### src/rtl/mtep_pkg.sv
package mtep_pkg;

  localparam int DELTA_W = 28;
  localparam int TEMPO_W = 24;
  localparam int DIV_W   = 15;
  localparam int DIV_CW  = $clog2(TEMPO_W);
  localparam int Q_DEPTH = 4;
  localparam int Q_AW    = $clog2(Q_DEPTH);
  localparam int CFG_AW  = 3;
  localparam int CFG_DW  = 32;

  localparam logic [7:0]         STATUS_META   = 8'hFF;
  localparam logic [7:0]         META_TEMPO    = 8'h51;
  localparam logic [7:0]         META_EOT      = 8'h2F;
  localparam logic [3:0]         HI_SYSTEM     = 4'hF;
  localparam logic [3:0]         HI_PROGRAM    = 4'hC;
  localparam logic [3:0]         HI_PRESSURE   = 4'hD;
  localparam logic [7:0]         TEMPO_NBYTES  = 8'd3;
  localparam logic [TEMPO_W-1:0] TEMPO_DEFAULT = 24'd500000;
  localparam logic [DIV_W-1:0]   DIVISION_RST  = 15'd480;
  localparam logic [TEMPO_W-1:0] TICK_RST      = TEMPO_W'(500000 / 480);

  // register index, taken from paddr[2]
  localparam logic REG_DIVISION    = 1'b0;
  localparam logic REG_TICK_PERIOD = 1'b1;

  typedef enum logic [1:0] {
    KIND_CHAN  = 2'd0,
    KIND_TEMPO = 2'd1,
    KIND_END   = 2'd2,
    KIND_ERR   = 2'd3
  } kind_t;

  typedef struct packed {
    kind_t              kind;
    logic [TEMPO_W-1:0] tempo;
  } q_entry_t;

  typedef struct packed {
    logic               start;
    logic [TEMPO_W-1:0] dividend;
    logic [DIV_W-1:0]   divisor;
  } div_req_t;

  typedef struct packed {
    logic               done;
    logic [TEMPO_W-1:0] quotient;
  } div_rsp_t;

  function automatic logic one_data_byte(input logic [7:0] status);
    return (status[7:4] == HI_PROGRAM) || (status[7:4] == HI_PRESSURE);
  endfunction

endpackage

### src/rtl/mtep_byte_if.sv
interface mtep_byte_if import mtep_pkg::*; ();
  logic       valid;
  logic       ready;
  logic [7:0] track_byte;

  modport source(output valid, output track_byte, input ready);
  modport sink(input valid, input track_byte, output ready);
endinterface

### src/rtl/mtep_kind_if.sv
interface mtep_kind_if import mtep_pkg::*; ();
  logic       valid;
  logic       ready;
  logic [1:0] kind;

  modport source(output valid, output kind, input ready);
  modport sink(input valid, input kind, output ready);
endinterface

### src/rtl/mtep_queue.sv
module mtep_queue import mtep_pkg::*; (
  input  logic     clk,
  input  logic     rst_n,
  input  logic     push,
  input  q_entry_t push_entry,
  input  logic     pop,
  output q_entry_t head,
  output logic     empty,
  output logic     full
);

  q_entry_t        mem_r [Q_DEPTH];
  logic [Q_AW-1:0] wr_ptr_r, rd_ptr_r;
  logic [Q_AW:0]   count_r;

  assign head  = mem_r[rd_ptr_r];
  assign empty = (count_r == '0);
  assign full  = (count_r == (Q_AW+1)'(Q_DEPTH));

  always_ff @(posedge clk) begin
    if (!rst_n) begin
      wr_ptr_r <= '0;
      rd_ptr_r <= '0;
      count_r  <= '0;
    end else begin
      if (push) wr_ptr_r <= wr_ptr_r + 1'b1;
      if (pop)  rd_ptr_r <= rd_ptr_r + 1'b1;
      if (push && !pop)      count_r <= count_r + 1'b1;
      else if (!push && pop) count_r <= count_r - 1'b1;
    end
  end

  always_ff @(posedge clk) begin
    if (push) mem_r[wr_ptr_r] <= push_entry;
  end

endmodule

### src/rtl/mtep_front.sv
module mtep_front import mtep_pkg::*; (
  input  logic     clk,
  input  logic     rst_n,
  mtep_byte_if.sink in_ch,
  input  logic     q_full,
  output logic     push,
  output q_entry_t push_entry
);

  typedef enum logic [9:0] {
    PH_DELTA  = 10'b00_0000_0001,
    PH_STATUS = 10'b00_0000_0010,
    PH_DATA1  = 10'b00_0000_0100,
    PH_DATA2  = 10'b00_0000_1000,
    PH_MTYPE  = 10'b00_0001_0000,
    PH_MLEN   = 10'b00_0010_0000,
    PH_TEMPO  = 10'b00_0100_0000,
    PH_SKIP   = 10'b00_1000_0000,
    PH_DONE   = 10'b01_0000_0000,
    PH_ERROR  = 10'b10_0000_0000
  } phase_t;

  phase_t             phase_r, phase_nxt;
  logic [DELTA_W-1:0] delta_r, delta_nxt;
  logic [7:0]         rs_r, rs_nxt;
  logic [7:0]         meta_r, meta_nxt;
  logic [7:0]         skip_r, skip_nxt;
  logic [TEMPO_W-1:0] tempo_r, tempo_nxt;
  logic [7:0]         b;
  logic [7:0]         skip_dec;
  logic               accept;

  assign in_ch.ready = !q_full;
  assign accept      = in_ch.valid && !q_full;
  assign b           = in_ch.track_byte;
  assign skip_dec    = skip_r - 8'd1;

  always_comb begin
    phase_nxt        = phase_r;
    delta_nxt        = delta_r;
    rs_nxt           = rs_r;
    meta_nxt         = meta_r;
    skip_nxt         = skip_r;
    tempo_nxt        = tempo_r;
    push             = 1'b0;
    push_entry.kind  = KIND_CHAN;
    push_entry.tempo = tempo_r;
    if (accept) begin
      unique case (phase_r)
        PH_DELTA: begin
          delta_nxt = {delta_r[DELTA_W-8:0], b[6:0]};
          if (!b[7]) phase_nxt = PH_STATUS;
        end
        PH_STATUS: begin
          if (!b[7]) begin
            if (rs_r == '0) begin
              phase_nxt       = PH_ERROR;
              push            = 1'b1;
              push_entry.kind = KIND_ERR;
            end else if (one_data_byte(rs_r)) begin
              phase_nxt = PH_DELTA;
              delta_nxt = '0;
              push      = 1'b1;
            end else begin
              phase_nxt = PH_DATA2;
            end
          end else if (b == STATUS_META) begin
            phase_nxt = PH_MTYPE;
          end else if (b[7:4] == HI_SYSTEM) begin
            phase_nxt       = PH_ERROR;
            push            = 1'b1;
            push_entry.kind = KIND_ERR;
          end else begin
            rs_nxt    = b;
            phase_nxt = PH_DATA1;
          end
        end
        PH_DATA1: begin
          if (one_data_byte(rs_r)) begin
            phase_nxt = PH_DELTA;
            delta_nxt = '0;
            push      = 1'b1;
          end else begin
            phase_nxt = PH_DATA2;
          end
        end
        PH_DATA2: begin
          phase_nxt = PH_DELTA;
          delta_nxt = '0;
          push      = 1'b1;
        end
        PH_MTYPE: begin
          meta_nxt = b;
          if (b == META_EOT) begin
            phase_nxt       = PH_DONE;
            push            = 1'b1;
            push_entry.kind = KIND_END;
          end else begin
            phase_nxt = PH_MLEN;
          end
        end
        PH_MLEN: begin
          if (meta_r == META_TEMPO) begin
            tempo_nxt = '0;
            skip_nxt  = TEMPO_NBYTES;
            phase_nxt = PH_TEMPO;
          end else if (b == '0) begin
            skip_nxt  = '0;
            phase_nxt = PH_DELTA;
            delta_nxt = '0;
          end else begin
            skip_nxt  = b;
            phase_nxt = PH_SKIP;
          end
        end
        PH_TEMPO: begin
          tempo_nxt = {tempo_r[TEMPO_W-9:0], b};
          skip_nxt  = skip_dec;
          if (skip_dec == '0) begin
            phase_nxt        = PH_DELTA;
            delta_nxt        = '0;
            push             = 1'b1;
            push_entry.kind  = KIND_TEMPO;
            push_entry.tempo = {tempo_r[TEMPO_W-9:0], b};
          end
        end
        PH_SKIP: begin
          skip_nxt = skip_dec;
          if (skip_dec == '0) begin
            phase_nxt = PH_DELTA;
            delta_nxt = '0;
          end
        end
        PH_DONE: begin
        end
        default: begin
          phase_nxt       = PH_ERROR;
          push            = 1'b1;
          push_entry.kind = KIND_ERR;
        end
      endcase
    end
  end

  always_ff @(posedge clk) begin
    if (!rst_n) begin
      phase_r <= PH_DELTA;
      delta_r <= '0;
      rs_r    <= '0;
      meta_r  <= '0;
      skip_r  <= '0;
      tempo_r <= '0;
    end else begin
      phase_r <= phase_nxt;
      delta_r <= delta_nxt;
      rs_r    <= rs_nxt;
      meta_r  <= meta_nxt;
      skip_r  <= skip_nxt;
      tempo_r <= tempo_nxt;
    end
  end

endmodule

### src/rtl/mtep_div.sv
module mtep_div import mtep_pkg::*; (
  input  logic     clk,
  input  logic     rst_n,
  input  div_req_t req,
  output div_rsp_t rsp
);

  logic               busy_r, done_r;
  logic [DIV_CW-1:0]  cnt_r;
  logic [TEMPO_W-1:0] quo_r;
  logic [DIV_W:0]     rem_r;
  logic [DIV_W-1:0]   dsr_r;
  logic [DIV_W:0]     rem_sh;
  logic [DIV_W+1:0]   diff;
  logic               q_bit;

  assign rem_sh = {rem_r[DIV_W-1:0], quo_r[TEMPO_W-1]};
  assign diff   = {1'b0, rem_sh} - {2'b00, dsr_r};
  assign q_bit  = !diff[DIV_W+1];

  assign rsp.done     = done_r;
  assign rsp.quotient = quo_r;

  always_ff @(posedge clk) begin
    if (!rst_n) begin
      busy_r <= 1'b0;
      done_r <= 1'b0;
      cnt_r  <= '0;
    end else begin
      done_r <= 1'b0;
      if (req.start) begin
        busy_r <= 1'b1;
        cnt_r  <= '0;
      end else if (busy_r) begin
        cnt_r <= cnt_r + 1'b1;
        if (cnt_r == DIV_CW'(TEMPO_W - 1)) begin
          busy_r <= 1'b0;
          done_r <= 1'b1;
        end
      end
    end
  end

  always_ff @(posedge clk) begin
    if (req.start) begin
      quo_r <= req.dividend;
      rem_r <= '0;
      dsr_r <= req.divisor;
    end else if (busy_r) begin
      quo_r <= {quo_r[TEMPO_W-2:0], q_bit};
      rem_r <= q_bit ? diff[DIV_W:0] : rem_sh;
    end
  end

endmodule

### src/rtl/mtep_back.sv
module mtep_back import mtep_pkg::*; (
  input  logic               clk,
  input  logic               rst_n,
  input  q_entry_t           q_head,
  input  logic               q_empty,
  output logic               pop,
  input  logic               cfg_div,
  input  logic [DIV_W-1:0]   divisor,
  output logic [TEMPO_W-1:0] tick_period,
  mtep_kind_if.source        out_ch
);

  typedef enum logic [2:0] {
    B_IDLE = 3'b001,
    B_DIV  = 3'b010,
    B_WAIT = 3'b100
  } bstate_t;

  bstate_t            state_r, state_nxt;
  logic               job_cfg_r, job_cfg_nxt;
  logic               out_valid_r, out_valid_nxt;
  kind_t              out_kind_r, out_kind_nxt;
  logic [TEMPO_W-1:0] tick_r, tick_nxt;
  logic               slot_free, load;
  kind_t              load_kind;
  div_req_t           div_req;
  div_rsp_t           div_rsp;

  mtep_div u_div (
    .clk  (clk),
    .rst_n(rst_n),
    .req  (div_req),
    .rsp  (div_rsp)
  );

  assign slot_free    = !out_valid_r || out_ch.ready;
  assign out_ch.valid = out_valid_r;
  assign out_ch.kind  = out_kind_r;
  assign tick_period  = tick_r;

  always_comb begin
    state_nxt        = state_r;
    job_cfg_nxt      = job_cfg_r;
    tick_nxt         = tick_r;
    pop              = 1'b0;
    load             = 1'b0;
    load_kind        = q_head.kind;
    div_req.start    = 1'b0;
    div_req.dividend = q_head.tempo;
    div_req.divisor  = divisor;
    if (cfg_div) begin
      div_req.start    = 1'b1;
      div_req.dividend = TEMPO_DEFAULT;
      job_cfg_nxt      = 1'b1;
      state_nxt        = B_DIV;
    end else begin
      unique case (state_r)
        B_IDLE: begin
          if (!q_empty && slot_free) begin
            pop = 1'b1;
            if (q_head.kind == KIND_TEMPO) begin
              div_req.start = 1'b1;
              job_cfg_nxt   = 1'b0;
              state_nxt     = B_DIV;
            end else begin
              load = 1'b1;
            end
          end
        end
        B_DIV: begin
          if (div_rsp.done) begin
            tick_nxt  = div_rsp.quotient;
            state_nxt = job_cfg_r ? B_IDLE : B_WAIT;
          end
        end
        B_WAIT: begin
          if (slot_free) begin
            load      = 1'b1;
            load_kind = KIND_TEMPO;
            state_nxt = B_IDLE;
          end
        end
        default: state_nxt = B_IDLE;
      endcase
    end
    out_valid_nxt = load ? 1'b1 : (out_valid_r && !out_ch.ready);
    out_kind_nxt  = load ? load_kind : out_kind_r;
  end

  always_ff @(posedge clk) begin
    if (!rst_n) begin
      state_r     <= B_IDLE;
      job_cfg_r   <= 1'b0;
      out_valid_r <= 1'b0;
      tick_r      <= TICK_RST;
    end else begin
      state_r     <= state_nxt;
      job_cfg_r   <= job_cfg_nxt;
      out_valid_r <= out_valid_nxt;
      tick_r      <= tick_nxt;
    end
  end

  always_ff @(posedge clk) begin
    out_kind_r <= out_kind_nxt;
  end

endmodule

### src/rtl/midi_track_event_parser.sv
// MIDI track body parser. One track byte is taken per transfer on in_ch; a
// byte that completes a channel message, a tempo meta event, end of track or
// an unsupported status yields one kind code on out_ch, in byte order. The
// byte parser takes one byte per cycle while its 4-entry result queue has
// room. Each tempo event goes through a bit-serial divider
// (tempo / division), so its result reaches out_ch only once the divider
// is done, and results queued behind it wait; sustained rate is therefore
// one byte per cycle while out_ch is ready, except around tempo events.
// Register map: byte address 0 is division (15 bits, reset 480, zero acts
// as one); a write to it also recomputes the tick period (500000 / division)
// in the divider, and the new tick period reads back once it is done.
// Byte address 4 reads the current tick period in microseconds (read only).
// After end of track all bytes are dropped; after an error every byte is
// answered with the error code until reset.
module midi_track_event_parser import mtep_pkg::*; (
  input  logic              clk,
  input  logic              rst_n,
  mtep_byte_if.sink         in_ch,
  mtep_kind_if.source       out_ch,
  input  logic              psel,
  input  logic              penable,
  input  logic              pwrite,
  input  logic [CFG_AW-1:0] paddr,
  input  logic [CFG_DW-1:0] pwdata,
  output logic [CFG_DW-1:0] prdata,
  output logic              pready
);

  logic [DIV_W-1:0]   division_r;
  logic               cfg_div_r;
  logic               wr_en;
  logic [DIV_W-1:0]   divisor;
  logic [TEMPO_W-1:0] tick_period;
  logic               push, pop, q_empty, q_full;
  q_entry_t           push_entry, q_head;

  assign pready  = 1'b1;
  assign wr_en   = psel && penable && pwrite && (paddr[2] == REG_DIVISION);
  assign divisor = (division_r == '0) ? DIV_W'(1) : division_r;

  always_comb begin
    unique case (paddr[2])
      REG_DIVISION:    prdata = CFG_DW'(division_r);
      REG_TICK_PERIOD: prdata = CFG_DW'(tick_period);
      default:         prdata = '0;
    endcase
  end

  always_ff @(posedge clk) begin
    if (!rst_n) begin
      division_r <= DIVISION_RST;
      cfg_div_r  <= 1'b0;
    end else begin
      cfg_div_r <= wr_en;
      if (wr_en) division_r <= pwdata[DIV_W-1:0];
    end
  end

  mtep_front u_front (
    .clk       (clk),
    .rst_n     (rst_n),
    .in_ch     (in_ch),
    .q_full    (q_full),
    .push      (push),
    .push_entry(push_entry)
  );

  mtep_queue u_queue (
    .clk       (clk),
    .rst_n     (rst_n),
    .push      (push),
    .push_entry(push_entry),
    .pop       (pop),
    .head      (q_head),
    .empty     (q_empty),
    .full      (q_full)
  );

  mtep_back u_back (
    .clk        (clk),
    .rst_n      (rst_n),
    .q_head     (q_head),
    .q_empty    (q_empty),
    .pop        (pop),
    .cfg_div    (cfg_div_r),
    .divisor    (divisor),
    .tick_period(tick_period),
    .out_ch     (out_ch)
  );

endmodule

### src/flat_wrapper.sv
// flat-port wrapper written by rule: the top's interface ports become plain ports
module midi_track_event_parser_flat import mtep_pkg::*;
  (clk, rst_n, psel, penable, pwrite, paddr, pwdata, prdata, pready, in_ch_valid, in_ch_track_byte, in_ch_ready, out_ch_valid, out_ch_kind, out_ch_ready);
  mtep_byte_if in_ch_i ();
  mtep_kind_if out_ch_i ();
  input  logic clk;
  input  logic rst_n;
  input  logic psel;
  input  logic penable;
  input  logic pwrite;
  input  logic [CFG_AW-1:0] paddr;
  input  logic [CFG_DW-1:0] pwdata;
  output logic [CFG_DW-1:0] prdata;
  output logic pready;
  input wire logic [$bits(in_ch_i.valid)-1:0] in_ch_valid;
  input wire logic [$bits(in_ch_i.track_byte)-1:0] in_ch_track_byte;
  output wire logic [$bits(in_ch_i.ready)-1:0] in_ch_ready;
  output wire logic [$bits(out_ch_i.valid)-1:0] out_ch_valid;
  output wire logic [$bits(out_ch_i.kind)-1:0] out_ch_kind;
  input wire logic [$bits(out_ch_i.ready)-1:0] out_ch_ready;
  assign in_ch_i.valid = in_ch_valid;
  assign in_ch_i.track_byte = in_ch_track_byte;
  assign in_ch_ready = in_ch_i.ready;
  assign out_ch_valid = out_ch_i.valid;
  assign out_ch_kind = out_ch_i.kind;
  assign out_ch_i.ready = out_ch_ready;
  midi_track_event_parser u_core (.clk(clk), .rst_n(rst_n), .in_ch(in_ch_i), .out_ch(out_ch_i), .psel(psel), .penable(penable), .pwrite(pwrite), .paddr(paddr), .pwdata(pwdata), .prdata(prdata), .pready(pready));
endmodule
### config.mk
export PLATFORM = sky130hd
export DESIGN_NAME = midi_track_event_parser_flat
export DESIGN_NICKNAME = d
export VERILOG_FILES = /design/src/rtl/mtep_pkg.sv /design/src/rtl/mtep_byte_if.sv /design/src/rtl/mtep_kind_if.sv /design/src/rtl/mtep_queue.sv /design/src/rtl/mtep_front.sv /design/src/rtl/mtep_div.sv /design/src/rtl/mtep_back.sv /design/src/rtl/midi_track_event_parser.sv /design/src/flat_wrapper.sv
export SDC_FILE = /design/constraint.sdc
export NUM_CORES = 1
export LEC_CHECK = 0
export BUFFER_PORTS_ARGS = -buffer_cell sky130_fd_sc_hd__buf_2
export CAP_MARGIN = 20
export CORE_MARGIN = 5
export CORE_UTILIZATION = 58
export CTS_BUF_LIST = sky130_fd_sc_hd__clkbuf_4
export DETAILED_ROUTE_END_ITERATION = 8
export PLACE_DENSITY = 0.88
export SLEW_MARGIN = 20
export SYNTH_ARGS = -nofsm -noshare
export SYNTH_HDL_FRONTEND = slang
export SYNTH_SLANG_ARGS = --single-unit
### constraint.sdc
create_clock -name clk -period 9.2 [get_ports clk]
set_clock_uncertainty 0.15 [all_clocks]
set_input_delay 0 -clock clk [delete_from_list [all_inputs] [get_ports clk]]
set_output_delay 0 -clock clk [all_outputs]
set_load 0.005 [all_outputs]
==> flow_summary.ini <==
[detailed_routing]
drtPass1Iterations = 6
drt_wl_total_um = 33280
viasPerCell = 6.130
post_drt_wl_per_cell_um = 20.37
first_iter_violations = 1001
drtAntennaViolNets = 0
vias = 10017
route.detailed.drc = 0

[hold_path]
hold-path-cell-count = 3
holdPathEnd = u_core.cfg_div_r
hp-class = input pin to flip-flop
worstHoldStart = penable

[finish]
fillers = 1361
nets = 1367
area_delta_synth_final_pct = 17.55
layout-drive-gt1-share_pct = 19.91
final_cells = 1634

[pwr]
peakVddDrop_uv = 119.2
total_power_mw = 3.749
powerDensity_nw_per_um2 = 248.8
leakagePower_nw = 5.617

[synth]
async_flop_share_pct = 0
yosys.area.top_type = edfxtp_1
synth-edff-count = 145
yosys-top-cells-count = nand2_1, edfxtp_1, dfxtp_1, clkbuf_1, a21boi_0
synth.most_common_cell = nand2_1
synthCells = 1146
yosysWarnings = 0
ys_seq_area_share_pct = 54.90
netlist_area_sq_um = 12820
ys_types = 72
synth-seq-cells = 279
synthTopCellsByArea = edfxtp_1, dfxtp_1, nand2_1
synth_ff_type = edfxtp_1
syn_area_per_cell_sq_um = 11.18
synth_top_area_share_pct = 33.97

[timing]
hold_violations = 0
worst_pin_slew_ns = 1.066
drv_slew = 0
fin_crit_ns = 3.893
max_freq_mhz = 256.9
post-route-period-util_pct = 42.31
relSlewSlack_pct = 28.91
holdWs_ns = 0.07251
setup_tns_ns = 0
rsz0062_at_grt = false
setup_viol = 0

[floorplan]
ioPinCount = 87
coreArea_sq_um = 21820
fp.dieW_um = 158.7
die_h_um = 158.7
start_util_pct = 58.73
rows = 54
dieArea_sq_um = 25170

[clocking]
cts-root-buf = clkbuf_4
h-tree-depth = 3
cts_resized = 0
cts_setup_buffers = 0
clock-sinks = 279
clkTransAtPathRegs_ns = 0.07
cts_hold_buf = 87
cts_tree = yes
clk_path_buf_depth = 3
cts_made_buffers = 71
insertion_delay_ns = 0.72

[worst_setup_path]
ff2ff_path_depth = 16
required_ns = 9.63
cp_max_fo = 26
worst-setup-path-type = flip-flop to flip-flop
cp-start-kind = flip-flop
critPathCaptureType = flip-flop
rrSetupSlack_ns = 5.31
worst_ep_arrival_time_ns = 4.32
regToRegStartpoint = u_core.u_front.skip_r[0]
reg2reg_to = u_core.u_queue.count_r[2]

[grt]
antenna_found_initial = 1
grt_usage_pct = 26.60
grt_pass1_vias = 10223
grt_max_degree = 102
grt_pass1_wl_um = 52530
grt-ovfl-total = 0

[run_status]
status = finished, final reports clean

[placement]
gp_congestion = 0.8634
portBuffers = 58
hpwl_um = 18470
place_inst = 1412

[flow_run]
maxCapViolations = 0
[worst max-delay path by stage]
stage,startpoint,end,slack [ns]
after floorplan,u_core.u_front.phase_r[2],u_core.u_queue.count_r[2],5.74
after global placement,flip-flop,u_core.u_back.u_div.quo_r[19],5.47
after detailed placement,flip-flop,u_core.u_back.u_div.quo_r[19],5.34
after CTS,flip-flop,u_core.u_back.u_div.quo_r[19],5.33
after global routing,u_core.u_front.skip_r[0],u_core.u_queue.count_r[2],5.12
final,u_core.u_front.skip_r[0],u_core.u_queue.count_r[2],5.31
[per-stage QoR]
stage	utilization (%)	area [sq um]	worst slack [ns]
2_1_floorplan	-	12840	5.745
3_3_place_gp	60.58	13220	5.473
3_5_place_dp	60.58	13220	5.341
4_1_cts	68.99	15060	5.328
5_1_grt	69.02	15060	5.120
6_report	69.04	15070	5.307
[sequential cells by signal (all words and copies together), names as in the netlist, 2 cells and up, named ones only]
name / flops
u_core.u_queue.mem_r: 104
u_core.u_back.tick_period: 24
u_core.u_back.u_div.quo_r: 24
u_core.u_front.tempo_r: 24
u_core.division_r: 15
u_core.u_back.u_div.dsr_r: 15
u_core.u_back.u_div.rem_r: 15
u_core.u_front.phase_r: 10
u_core.u_front.meta_r: 8
u_core.u_front.rs_r: 8
u_core.u_front.skip_r: 8
u_core.u_back.u_div.cnt_r: 5
u_core.u_back.state_r: 3
u_core.u_queue.count_r: 3
u_core.u_back.out_ch.kind: 2
u_core.u_queue.rd_ptr_r: 2
u_core.u_queue.wr_ptr_r: 2
[worst max-delay path, stage by stage, from the launching register on]
cell      delay [ns]
dfxtp_1         0.35
inv_1           0.09
ha_1            0.24
or3b_4          0.43
or3_1           0.33
and4b_1         0.22
nand4_1         0.08
buf_4           0.36
a21boi_1        0.22
o21a_1          0.24
inv_2           0.09
ha_1            0.22
inv_1           0.09
fa_1            0.19
xor2_1          0.08
or3_1           0.30
a21oi_1         0.14
[per-layer routing]
layer | GRT usage (%) | vias up | wire length (um)
met1 | 30.54 | 4882 | 12330
met2 | 46.74 | 500 | 17260
met4 | 14.22 | 0 | 1636
li1 | - | 4499 | -
met3 | 5.355 | 136 | 2049
met5 | 0 | - | 0
[cell type report]
type,count,area (sq um),share of cell area [%]
Antenna cell,3,7.507,0.04983
Clock buffer,103,773.2,5.132
Clock inverter,29,192.7,1.279
Inverter,33,123.9,0.8221
Multi-Input combinational cell,747,5308,35.23
Sequential cell,279,7038,46.71
Tap cell,280,350.3,2.325
Timing Repair Buffer,160,1274,8.454
[cell families (layout without fill, tap and decap cells)]
group | Yosys count | count (layout) | share of synthesized area (%)
DFF | 279 | 279 | 54.90
adders and majority gates | 25 | 25 | 2.558
buffers and inverters | 127 | 325 | 4.110
AOI/OAI and AO/OA | 220 | 220 | 12.22
other | 2 | 12 | 0.05859
and+or+nand+nor | 384 | 384 | 14.91
xor gates and xnor gates | 21 | 21 | 1.435
muxes | 88 | 88 | 9.811
[layout by cell type (no fill, tap or decap), types with 41 or more instances in the layout]
| master | n |
|---|---|
| nand3_1 | 41 |
| a21boi_0 | 58 |
| buf_2 | 58 |
| clkbuf_4 | 103 |
| mux2_2 | 41 |
| dfxtp_1 | 133 |
| dlygate4sd3_1 | 87 |
| edfxtp_1 | 145 |
| nand2_1 | 161 |
| nor2_1 | 49 |
[report_power, final]
group	total (mW)	internal (mW)	switching (mW)
clock	1.13	0.603	0.530
sequential	1.62	1.49	0.128
combinational	0.992	0.436	0.556
total	3.75	2.53	1.22
Power figures use the tool's default switching activity.
